[src/elevator_call_dispatcher_macros.svh]
// Assertion helpers for the elevator call dispatcher.
// Both sample on clk_i and are disabled while rst_ni is low.
`ifndef ELEVATOR_CALL_DISPATCHER_MACROS_SVH
`define ELEVATOR_CALL_DISPATCHER_MACROS_SVH

// same-cycle implication
`define ECD_ASSERT_NOW(label, ante, cons, msg) \
  label: assert property (@(posedge clk_i) disable iff (!rst_ni) (ante) |-> (cons)) \
    else $error(msg);

// next-cycle implication
`define ECD_ASSERT_NEXT(label, ante, cons, msg) \
  label: assert property (@(posedge clk_i) disable iff (!rst_ni) (ante) |=> (cons)) \
    else $error(msg);

`endif

[src/ecd_pkg.sv]
`default_nettype none

package ecd_pkg;

  localparam int unsigned FLOORS_DEFAULT = 10;

  // event codes
  localparam logic [2:0] OP_UP_CALL      = 3'd0;
  localparam logic [2:0] OP_DOWN_CALL    = 3'd1;
  localparam logic [2:0] OP_CAR_CALL     = 3'd2;
  localparam logic [2:0] OP_FLOOR_REACH  = 3'd3;
  localparam logic [2:0] OP_HOLD_TOGGLE  = 3'd4;
  localparam logic [2:0] OP_DOOR_OPENED  = 3'd5;
  localparam logic [2:0] OP_DWELL_DONE   = 3'd6;
  localparam logic [2:0] OP_DOOR_CLOSED  = 3'd7;

  localparam logic [1:0] DIR_DOWN = 2'd0;
  localparam logic [1:0] DIR_UP   = 2'd1;
  localparam logic [1:0] DIR_IDLE = 2'd2;

  localparam logic [1:0] MOTOR_NONE = 2'd0;
  localparam logic [1:0] MOTOR_UP   = 2'd1;
  localparam logic [1:0] MOTOR_DOWN = 2'd2;

  localparam logic [1:0] DOOR_NONE  = 2'd0;
  localparam logic [1:0] DOOR_OPEN  = 2'd1;
  localparam logic [1:0] DOOR_CLOSE = 2'd2;
  localparam logic [1:0] DOOR_DWELL = 2'd3;

  localparam logic [1:0] PH_CLOSED  = 2'd0;
  localparam logic [1:0] PH_OPENING = 2'd1;
  localparam logic [1:0] PH_OPEN    = 2'd2;
  localparam logic [1:0] PH_CLOSING = 2'd3;

  typedef struct packed {
    logic [3:0]  position;
    logic [1:0]  direction;
    logic [1:0]  last_direction;
    logic [15:0] car_calls;
    logic [15:0] up_calls;
    logic [15:0] down_calls;
    logic        moving;
    logic [1:0]  door_phase;
    logic        hold;
    logic        door_open;
  } car_state_t;

  typedef struct packed {
    logic [1:0] motor;
    logic [1:0] door;
  } car_cmd_t;

endpackage

`default_nettype wire

[src/ecd_evt_if.sv]
`default_nettype none

interface ecd_evt_if;
  logic       valid;
  logic       ready;
  logic [2:0] operation;
  logic [3:0] call_floor;

  modport source (output valid, output operation, output call_floor, input ready);
  modport sink (input valid, input operation, input call_floor, output ready);
endinterface

`default_nettype wire

[src/ecd_res_if.sv]
`default_nettype none

interface ecd_res_if;
  logic       valid;
  logic       ready;
  logic [1:0] motor_command;
  logic [1:0] door_command;
  logic [3:0] car_floor;
  logic [1:0] travel_direction;
  logic       door_busy;
  logic       car_moving;

  modport source (output valid, output motor_command, output door_command,
                  output car_floor, output travel_direction, output door_busy,
                  output car_moving, input ready);
  modport sink (input valid, input motor_command, input door_command,
                input car_floor, input travel_direction, input door_busy,
                input car_moving, output ready);
endinterface

`default_nettype wire

[src/ecd_step.sv]
`default_nettype none

// Next-state logic for one event: event decode, then one dispatch pass,
// then at most one arrival.
module ecd_step #(
  parameter int unsigned FLOORS = ecd_pkg::FLOORS_DEFAULT
) (
  input  logic [2:0]         op_i,
  input  logic [3:0]         floor_i,
  input  ecd_pkg::car_state_t state_i,
  output ecd_pkg::car_state_t state_o,
  output ecd_pkg::car_cmd_t   cmd_o
);

  localparam logic [15:0] FloorMask = 16'((17'd1 << FLOORS) - 17'd1);
  localparam logic [3:0]  TopFloor  = 4'(FLOORS - 1);
  localparam logic [4:0]  FloorsW   = 5'(FLOORS);

  function automatic logic [3:0] lowest_bit(input logic [15:0] v);
    logic [3:0] idx;
    idx = '0;
    for (int i = 15; i >= 0; i--) begin
      if (v[i]) idx = 4'(i);
    end
    return idx;
  endfunction

  function automatic logic [3:0] highest_bit(input logic [15:0] v);
    logic [3:0] idx;
    idx = '0;
    for (int i = 0; i < 16; i++) begin
      if (v[i]) idx = 4'(i);
    end
    return idx;
  endfunction

  ecd_pkg::car_state_t st;
  logic [1:0]  motor;
  logic [1:0]  door;
  logic [15:0] call_bit;
  logic [15:0] pos_bit;
  logic        do_disp;
  logic        do_arrive;
  logic [15:0] calls;
  logic        free_car;
  logic [16:0] up_span;
  logic [15:0] low_span;
  logic [15:0] ahead;
  logic [15:0] below;
  logic        idle_path;
  logic        go;
  logic [3:0]  target;
  logic [15:0] tgt_bit;

  always_comb begin
    st        = state_i;
    motor     = ecd_pkg::MOTOR_NONE;
    door      = ecd_pkg::DOOR_NONE;
    do_disp   = 1'b0;
    do_arrive = 1'b0;
    call_bit  = ({1'b0, floor_i} < FloorsW) ? (16'd1 << floor_i) : 16'd0;
    pos_bit   = '0;

    unique case (op_i)
      ecd_pkg::OP_UP_CALL: begin
        st.up_calls = st.up_calls | call_bit;
        do_disp     = 1'b1;
      end
      ecd_pkg::OP_DOWN_CALL: begin
        st.down_calls = st.down_calls | call_bit;
        do_disp       = 1'b1;
      end
      ecd_pkg::OP_CAR_CALL: begin
        st.car_calls = st.car_calls | call_bit;
        do_disp      = 1'b1;
      end
      ecd_pkg::OP_FLOOR_REACH: begin
        if (st.moving) begin
          st.moving = 1'b0;
          if (st.direction == ecd_pkg::DIR_UP) begin
            if (st.position < TopFloor) st.position = st.position + 4'd1;
            pos_bit = 16'd1 << st.position;
            if (((st.car_calls | st.up_calls) & pos_bit) != '0) do_arrive = 1'b1;
            else do_disp = 1'b1;
          end else if (st.direction == ecd_pkg::DIR_DOWN) begin
            if (st.position != 4'd0) st.position = st.position - 4'd1;
            pos_bit = 16'd1 << st.position;
            if (((st.car_calls | st.down_calls) & pos_bit) != '0) do_arrive = 1'b1;
            else do_disp = 1'b1;
          end else begin
            do_disp = 1'b1;
          end
        end
      end
      ecd_pkg::OP_HOLD_TOGGLE: begin
        st.hold = ~st.hold;
        if (st.hold) begin
          if (st.door_phase == ecd_pkg::PH_CLOSING) st.door_phase = ecd_pkg::PH_OPEN;
          if (!st.moving) begin
            door          = ecd_pkg::DOOR_OPEN;
            st.door_phase = ecd_pkg::PH_OPENING;
          end
        end else if (!st.moving) begin
          door          = ecd_pkg::DOOR_CLOSE;
          st.door_phase = ecd_pkg::PH_CLOSING;
        end
      end
      ecd_pkg::OP_DOOR_OPENED: begin
        if (st.door_phase == ecd_pkg::PH_OPENING) begin
          st.door_phase = ecd_pkg::PH_OPEN;
          if (!st.hold) door = ecd_pkg::DOOR_DWELL;
        end
      end
      ecd_pkg::OP_DWELL_DONE: begin
        if (!st.moving && !st.hold) begin
          door          = ecd_pkg::DOOR_CLOSE;
          st.door_phase = ecd_pkg::PH_CLOSING;
        end
      end
      ecd_pkg::OP_DOOR_CLOSED: begin
        if (st.door_phase == ecd_pkg::PH_CLOSING) begin
          st.door_phase = ecd_pkg::PH_CLOSED;
          st.door_open  = 1'b0;
          do_disp       = 1'b1;
        end
      end
    endcase

    // dispatch pass
    calls     = (st.car_calls | st.up_calls | st.down_calls) & FloorMask;
    free_car  = !st.moving && !st.door_open;
    up_span   = (17'd2 << st.position) - 17'd1;
    low_span  = (16'd1 << st.position) - 16'd1;
    ahead     = calls & ~up_span[15:0];
    below     = calls & low_span;
    idle_path = 1'b0;
    go        = 1'b0;
    target    = '0;
    if (do_disp) begin
      if (st.direction == ecd_pkg::DIR_UP) begin
        if (ahead != '0) begin
          go     = free_car;
          target = lowest_bit(ahead);
        end else begin
          st.direction      = ecd_pkg::DIR_IDLE;
          st.last_direction = ecd_pkg::DIR_UP;
          idle_path         = 1'b1;
        end
      end else if (st.direction == ecd_pkg::DIR_DOWN) begin
        if (below != '0) begin
          go     = free_car;
          target = highest_bit(below);
        end else begin
          st.direction      = ecd_pkg::DIR_IDLE;
          st.last_direction = ecd_pkg::DIR_DOWN;
          idle_path         = 1'b1;
        end
      end else begin
        idle_path = 1'b1;
      end
      if (idle_path) begin
        st.direction = ecd_pkg::DIR_IDLE;
        go           = (calls != '0) && free_car;
        target       = (st.last_direction == ecd_pkg::DIR_UP) ? highest_bit(calls)
                                                               : lowest_bit(calls);
      end
    end

    // start a move, or serve the current floor
    tgt_bit = 16'd1 << target;
    if (go) begin
      if (target > st.position) begin
        st.direction = ecd_pkg::DIR_UP;
        st.moving    = 1'b1;
        motor        = ecd_pkg::MOTOR_UP;
      end else if (target < st.position) begin
        st.direction = ecd_pkg::DIR_DOWN;
        st.moving    = 1'b1;
        motor        = ecd_pkg::MOTOR_DOWN;
      end else begin
        if ((st.up_calls & tgt_bit) != '0) st.direction = ecd_pkg::DIR_UP;
        else if ((st.down_calls & tgt_bit) != '0) st.direction = ecd_pkg::DIR_DOWN;
        do_arrive = 1'b1;
      end
    end

    if (do_arrive) begin
      pos_bit      = 16'd1 << st.position;
      st.car_calls = st.car_calls & ~pos_bit;
      st.door_open = 1'b1;
      if (st.direction == ecd_pkg::DIR_DOWN) st.down_calls = st.down_calls & ~pos_bit;
      if (st.direction == ecd_pkg::DIR_UP) st.up_calls = st.up_calls & ~pos_bit;
      if (st.door_phase == ecd_pkg::PH_CLOSING) st.door_phase = ecd_pkg::PH_OPEN;
      if (!st.moving) begin
        door          = ecd_pkg::DOOR_OPEN;
        st.door_phase = ecd_pkg::PH_OPENING;
      end
    end
  end

  assign state_o   = st;
  assign cmd_o.motor = motor;
  assign cmd_o.door  = door;

endmodule

`default_nettype wire

[src/elevator_call_dispatcher.sv]
// Single-car collective-control dispatcher.
// evt_i carries one event word per handshake: operation (up, down or car
// call, floor reached, hold toggle, door opened, dwell expired, door
// closed) and call_floor. res_o returns exactly one word per event: motor
// and door commands plus car floor, travel direction, door busy and moving.
// An event word is taken into an input register; the call search and state
// update then run in one combinational pass, and the result lands in the
// output register when that is empty or being read. res_o.valid rises as
// the output register loads. Throughput is one event per cycle while
// res_o.ready stays high, set by that single pass.
// A held result does not block intake: the input register still takes one
// more word, and evt_i.ready drops only while both registers are full and
// res_o.ready is low. Nothing is lost or reordered under stalls.
// Reset puts the car idle at floor 0 with the door closed, no calls
// pending and hold off; both registers come out of reset empty.
`default_nettype none
`include "elevator_call_dispatcher_macros.svh"

module elevator_call_dispatcher #(
  parameter int unsigned FLOORS = ecd_pkg::FLOORS_DEFAULT
) (
  input  logic             clk_i,
  input  logic             rst_ni,
  ecd_evt_if.sink          evt_i,
  ecd_res_if.source        res_o
);

  logic                s1_valid_q;
  logic [2:0]          s1_op_q;
  logic [3:0]          s1_floor_q;
  ecd_pkg::car_state_t state_q;
  ecd_pkg::car_state_t state_d;
  ecd_pkg::car_cmd_t   cmd_d;
  logic                out_valid_q;
  ecd_pkg::car_cmd_t   out_cmd_q;
  ecd_pkg::car_state_t out_state_q;
  logic                advance;
  logic                take;

  assign advance     = s1_valid_q && (!out_valid_q || res_o.ready);
  assign evt_i.ready = !s1_valid_q || advance;
  assign take        = evt_i.valid && evt_i.ready;

  ecd_step #(
    .FLOORS (FLOORS)
  ) u_step (
    .op_i    (s1_op_q),
    .floor_i (s1_floor_q),
    .state_i (state_q),
    .state_o (state_d),
    .cmd_o   (cmd_d)
  );

  always_ff @(posedge clk_i or negedge rst_ni) begin
    if (!rst_ni) begin
      s1_valid_q  <= 1'b0;
      out_valid_q <= 1'b0;
      state_q     <= '{position: 4'd0, direction: ecd_pkg::DIR_IDLE,
                       last_direction: ecd_pkg::DIR_IDLE, car_calls: 16'd0,
                       up_calls: 16'd0, down_calls: 16'd0, moving: 1'b0,
                       door_phase: ecd_pkg::PH_CLOSED, hold: 1'b0,
                       door_open: 1'b0};
    end else begin
      if (take) begin
        s1_valid_q <= 1'b1;
      end else if (advance) begin
        s1_valid_q <= 1'b0;
      end
      if (advance) begin
        out_valid_q <= 1'b1;
        state_q     <= state_d;
      end else if (res_o.ready) begin
        out_valid_q <= 1'b0;
      end
    end
  end

  // payload registers
  always_ff @(posedge clk_i) begin
    if (take) begin
      s1_op_q    <= evt_i.operation;
      s1_floor_q <= evt_i.call_floor;
    end
    if (advance) begin
      out_cmd_q   <= cmd_d;
      out_state_q <= state_d;
    end
  end

  assign res_o.valid            = out_valid_q;
  assign res_o.motor_command    = out_cmd_q.motor;
  assign res_o.door_command     = out_cmd_q.door;
  assign res_o.car_floor        = out_state_q.position;
  assign res_o.travel_direction = out_state_q.direction;
  assign res_o.door_busy        = out_state_q.door_open;
  assign res_o.car_moving       = out_state_q.moving;

  `ECD_ASSERT_NOW(a_no_move_with_door, state_q.moving, !state_q.door_open, "car moving with door busy")
  `ECD_ASSERT_NOW(a_floor_range, 1'b1, state_q.position <= 4'(FLOORS - 1), "car floor out of range")
  `ECD_ASSERT_NOW(a_motor_sets_moving, out_valid_q && (out_cmd_q.motor != ecd_pkg::MOTOR_NONE), out_state_q.moving, "motor start without moving")
  `ECD_ASSERT_NEXT(a_advance_result, advance, out_valid_q, "result register not loaded")

endmodule

`default_nettype wire

[src/flat_wrapper.sv]
// flat-port wrapper written by rule: the top's interface ports become plain ports
module elevator_call_dispatcher_flat 
#(
  parameter int unsigned FLOORS = ecd_pkg::FLOORS_DEFAULT
)
  (clk_i, rst_ni, evt_i_valid, evt_i_operation, evt_i_call_floor, evt_i_ready, res_o_valid, res_o_motor_command, res_o_door_command, res_o_car_floor, res_o_travel_direction, res_o_door_busy, res_o_car_moving, res_o_ready);
  ecd_evt_if evt_i_i ();
  ecd_res_if res_o_i ();
  input  logic clk_i;
  input  logic rst_ni;
  input wire logic [$bits(evt_i_i.valid)-1:0] evt_i_valid;
  input wire logic [$bits(evt_i_i.operation)-1:0] evt_i_operation;
  input wire logic [$bits(evt_i_i.call_floor)-1:0] evt_i_call_floor;
  output wire logic [$bits(evt_i_i.ready)-1:0] evt_i_ready;
  output wire logic [$bits(res_o_i.valid)-1:0] res_o_valid;
  output wire logic [$bits(res_o_i.motor_command)-1:0] res_o_motor_command;
  output wire logic [$bits(res_o_i.door_command)-1:0] res_o_door_command;
  output wire logic [$bits(res_o_i.car_floor)-1:0] res_o_car_floor;
  output wire logic [$bits(res_o_i.travel_direction)-1:0] res_o_travel_direction;
  output wire logic [$bits(res_o_i.door_busy)-1:0] res_o_door_busy;
  output wire logic [$bits(res_o_i.car_moving)-1:0] res_o_car_moving;
  input wire logic [$bits(res_o_i.ready)-1:0] res_o_ready;
  assign evt_i_i.valid = evt_i_valid;
  assign evt_i_i.operation = evt_i_operation;
  assign evt_i_i.call_floor = evt_i_call_floor;
  assign evt_i_ready = evt_i_i.ready;
  assign res_o_valid = res_o_i.valid;
  assign res_o_motor_command = res_o_i.motor_command;
  assign res_o_door_command = res_o_i.door_command;
  assign res_o_car_floor = res_o_i.car_floor;
  assign res_o_travel_direction = res_o_i.travel_direction;
  assign res_o_door_busy = res_o_i.door_busy;
  assign res_o_car_moving = res_o_i.car_moving;
  assign res_o_i.ready = res_o_ready;
  elevator_call_dispatcher #(.FLOORS(FLOORS)) u_core (.clk_i(clk_i), .rst_ni(rst_ni), .evt_i(evt_i_i), .res_o(res_o_i));
endmodule
[config.mk]
export PLATFORM = sky130hd
export DESIGN_NAME = elevator_call_dispatcher_flat
export DESIGN_NICKNAME = d
export VERILOG_FILES = /design/src/ecd_pkg.sv /design/src/ecd_evt_if.sv /design/src/ecd_res_if.sv /design/src/ecd_step.sv /design/src/elevator_call_dispatcher.sv /design/src/flat_wrapper.sv
export VERILOG_INCLUDE_DIRS = /design/src /design/src/src
export SDC_FILE = /design/constraint.sdc
export NUM_CORES = 1
export LEC_CHECK = 0
export ABC_CLOCK_PERIOD_IN_PS = 12250
export BUFFER_PORTS_ARGS = -buffer_cell sky130_fd_sc_hd__buf_2
export CAP_MARGIN = 0
export CORE_ASPECT_RATIO = 0.7
export CORE_MARGIN = 8
export CORE_UTILIZATION = 65
export DETAILED_ROUTE_END_ITERATION = 8
export PLACE_DENSITY_LB_ADDON = 0.1
export SLEW_MARGIN = 25
export SYNTH_ARGS = -nofsm -noshare
export SYNTH_HDL_FRONTEND = slang
export SYNTH_SLANG_ARGS = --single-unit
[constraint.sdc]
create_clock -name clk_i -period 12.25 [get_ports clk_i]
set_input_delay 0.6125 -clock clk_i [delete_from_list [all_inputs] [get_ports clk_i]]
set_output_delay 0.6125 -clock clk_i [all_outputs]
set_load 0.1 [all_outputs]
==> impl_metrics.ini <==
[run_status]
run_status = completed

[sta]
tightest_slew_ns = 1.103
max_freq_ghz = 0.1117
hold_viol_final = 0
relSlewSlack_pct = 25.93
skew_ns = 0.006682
setup_viol = 0
rsz0062_at_grt = no
min_period_over_period_pct = 73.11
drv_slew = 0
finalSetupTns_ns = 0
min_period_ns = 8.956

[synth]
synthMuxAreaShare_pct = 2.044
syn_area_um2 = 6243
synth_top_family_by_area = compound AO/OA/AOI/OAI gates
ys_ff_latch = 82
synth_edf_count = 19
synth_compound_area_share_pct = 31.36
yosysUniqueCellTypes = 102
ys_seq_area_share_pct = 34.43
syn_avg_cell_area_um2 = 8.600
synth-xor-area-share_pct = 0.9218
ys.flop_type = dfrtp_1
synth-simple-area-share_pct = 23.41
syn_inst = 726
synth-adder-area-share_pct = 1.784
ys_warn_count = 0
synthArstFlopShare_pct = 76.83
synth_fp_nets = 745

[final_layout]
layout.nets = 754
drive_gt1_share_pct = 15.54
n_antenna_cell = 0
syn_to_final_growth_pct = 7.114

[die]
die_w_um = 133.1
core-area_um2 = 9534
num_rows = 30
initial_core_util_pct = 65.49
dieArea_um2 = 13050
ios = 25
fp.dieH_um = 98

[global_routing]
grt_pass1_vias = 5812
grt_usage_pct = 30.90
antenna_found_initial = 0
grt_overflow = 0
grt_pass1_wl_mm = 32.38
grt_max_degree = 64

[detailed_routing]
ant_nets = 0
routed.top_layer = met4
drcViolationCount = 0
drt_iter0_markers = 919
wl_met2_mm = 8.552
drt_first_pass_iters = 7
met1_length_mm = 8.600
via_per_inst = 7.344
post_drt_wl_per_cell_um = 23.64
routed_wl_mm = 20.52
dr_wl_met3_mm = 2.608
vias = 6375

[clocking]
worstSkewPairLatency_ns = 0.34
cts_root_buf = clkbuf_16
postCtsSetupBuffers = 0
cts_buffer_depth = 2
cts_resized = 0
cts_tree = yes
path_clk_slew_ns = 0.07
clock_sinks = 82
numCtsBuffers = 9
ctsHoldBuffers = 0
h-tree-depth = 3

[critical_path]
crit_required_ns = 12.50
cp-startpoint = u_core.state_q[57]$_DFFE_PN0P_
r2r_slack_ns = 3.29
arrival_ns = 9.20
timing.rr.end = u_core.state_q[27]$_DFFE_PN0P_
r2r-start = u_core.state_q[57]$_DFFE_PN0P_
worst-path-max-fanout = 21
endpoint_kind = register
endpoint = u_core.state_q[27]$_DFFE_PN0P_
crit_type = register to register
reg2reg_depth = 27
worstSetupStartpointType = register

[place]
gp_congestion = 1.039
dp_hpwl_mm = 15.05
io_buffer_count = 24

[power_and_ir_drop]
p_per_area_nw_per_um2 = 267.6
ir_drop_v = 0.0001561
power_mw = 1.790
leakagePower_nw = 2.713

[worst_hold_path]
hp-class = primary input to asynchronous set/reset pin

[run]
max-cap-violations = 0
## how the worst min path moves through the flow
stage	to	slack [ns]	depth (start not counted)
floorplan	u_core.res_o.valid$_DFFE_PN0P_	0.32	0
global placement	u_core.state_q[54]$_DFFE_PN1P_	0.44	1
detailed placement	u_core.state_q[54]$_DFFE_PN1P_	0.45	1
CTS	u_core.s1_floor_q[1]$_DFFE_PP_	0.44	1
global route	u_core.s1_op_q[2]$_DFFE_PP_	0.44	1
finish	u_core.state_q[47]$_DFFE_PN0P_	0.44	2
## through the flow
stage                     setup WS (ns)  util [%]  std cells  hold slack (ns)  area, um2
after floorplan                   5.559         -        726           0.3169       6243
after global placement            4.032     66.98        852           0.4433       6386
after detailed placement          3.577     67.03        852           0.4468       6391
after CTS                         3.590     70.14        868           0.4440       6688
after global routing              2.789     70.14        868           0.4422       6688
final                             3.294     70.14        868           0.4434       6688
## synth_stat cells (all sizes together) (3+ instances only)
master	number	area share, %
a2111o	5	0.90
a2111oi	7	1.5
a211o	4	0.56
a211oi	13	1.6
a21boi	3	0.42
a21o	4	0.48
a21oi	83	7.1
a221o	3	0.48
a31o	3	0.42
a31oi	41	4.1
and2	8	0.80
and3	6	0.60
buf	26	3.0
clkbuf	13	0.78
clkinv	3	0.18
dfrtp	61	24
edfxtp	19	9.1
ha	8	1.6
inv	32	2.1
mux2	4	0.72
mux2i	6	0.96
nand2	54	3.4
nand2b	12	1.2
nand3	16	1.3
nand3b	3	0.36
nand4	9	0.90
nor2	77	4.7
nor2b	12	1.2
nor3	25	2.2
nor3b	4	0.56
nor4	14	2.2
nor4b	4	0.90
o2111ai	5	0.70
o211a	3	0.48
o211ai	10	1.2
o21a	4	0.48
o21ai	44	3.6
o21bai	3	0.36
o221a	4	0.72
o221ai	6	1.1
o22ai	6	0.60
o311ai	5	0.98
o31ai	5	0.60
or2	6	0.64
or3	6	0.60
## worst max-delay path, cell delays in order, from the launching register on
cell and delay [ns]:
dfrtp_1 0.77, clkinv_1 0.53, ha_1 0.47, nor2_1 0.14
mux2i_1 0.17, o221a_2 0.40, o221ai_2 0.56, nor2_1 0.16
inv_1 0.09, ha_1 0.47, clkinv_1 0.44, a211oi_1 0.29
a21oi_1 0.09, o221ai_1 0.40, nand4b_1 0.31, o21ai_1 0.38
a21oi_1 0.17, o32ai_4 0.47, inv_2 0.14, ha_1 0.34
a21o_1 0.21, maj3_2 0.32, a21oi_2 0.22, nor2_1 0.07
nand3_1 0.09, o311a_1 0.74, inv_6 0.16, a31oi_1 0.22
## routing by layer
layer,vias to the layer above,track usage (%)
met5,-,0
met4,0,11.44
met3,88,10.36
met2,506,43.71
met1,2982,42.74
li1,2799,-
## power breakdown
part,internal (mW),switching [mW],leakage (nW)
Sequential,0.330,0.0852,0.958
Combinational,0.366,0.739,1.61
Clock,0.148,0.122,0.147
## layout by cell type, fill, tap and decap left out, drive strengths merged, types with 4 or more instances in the layout
cell type / count
buf: 37
or2: 6
clkbuf: 10
mux2i: 6
and2: 8
o221ai: 6
a211o: 4
o31ai: 5
ha: 8
o211ai: 10
nand4: 9
and3: 6
nor2b: 12
o21ai: 44
a211oi: 13
dfrtp: 61
a21o: 4
a21oi: 83
edfxtp: 19
a2111o: 5
inv: 36
o2111ai: 5
nor4: 14
or3: 6
nor3b: 4
mux2: 4
nor3: 25
o22ai: 6
a2111oi: 7
nand2b: 12
a31oi: 41
nor2: 77
o221a: 4
nand2: 54
nor4b: 4
clkinv: 5
o21a: 4
nand3: 16
o311ai: 5
## cell type report
type                    instances  area [um2]
multi-input cells             570        3722
fillers                       771        2846
flip-flops and latches         82        2150
clock buffers                  10       239.0
repair buffers                 37       217.7
well taps                     128       160.2
inverters                      35       141.4
clock inverters                 6       57.56
## logic make-up (layout without fill, tap and decap cells)
group                    count (synthesis)  after routing
AO/OA/AOI/OAI                          279            279
XOR/XNOR                                 5              5
adder cells (fa/ha/maj)                  9              9
buffers and inverters                   74             88
flip-flops                              82             82
multiplexers                            11             11
AND/OR/NAND/NOR                        266            266
## flip-flops by register name, indices dropped and copies added, names as in the netlist
| name | cells |
|---|---|
| u_core.s1_op_q | 3 |
| u_core.res_o.travel_direction | 2 |
| u_core.res_o.car_floor | 4 |
| u_core.res_o.door_command | 2 |
| u_core.res_o.car_moving | 1 |
| u_core.s1_floor_q | 4 |
| u_core.res_o.door_busy | 1 |
| u_core.s1_valid_q | 1 |
| u_core.res_o.motor_command | 2 |
| u_core.state_q | 61 |
| u_core.res_o.valid | 1 |
Note: power is estimated with default switching activity, not from simulation.
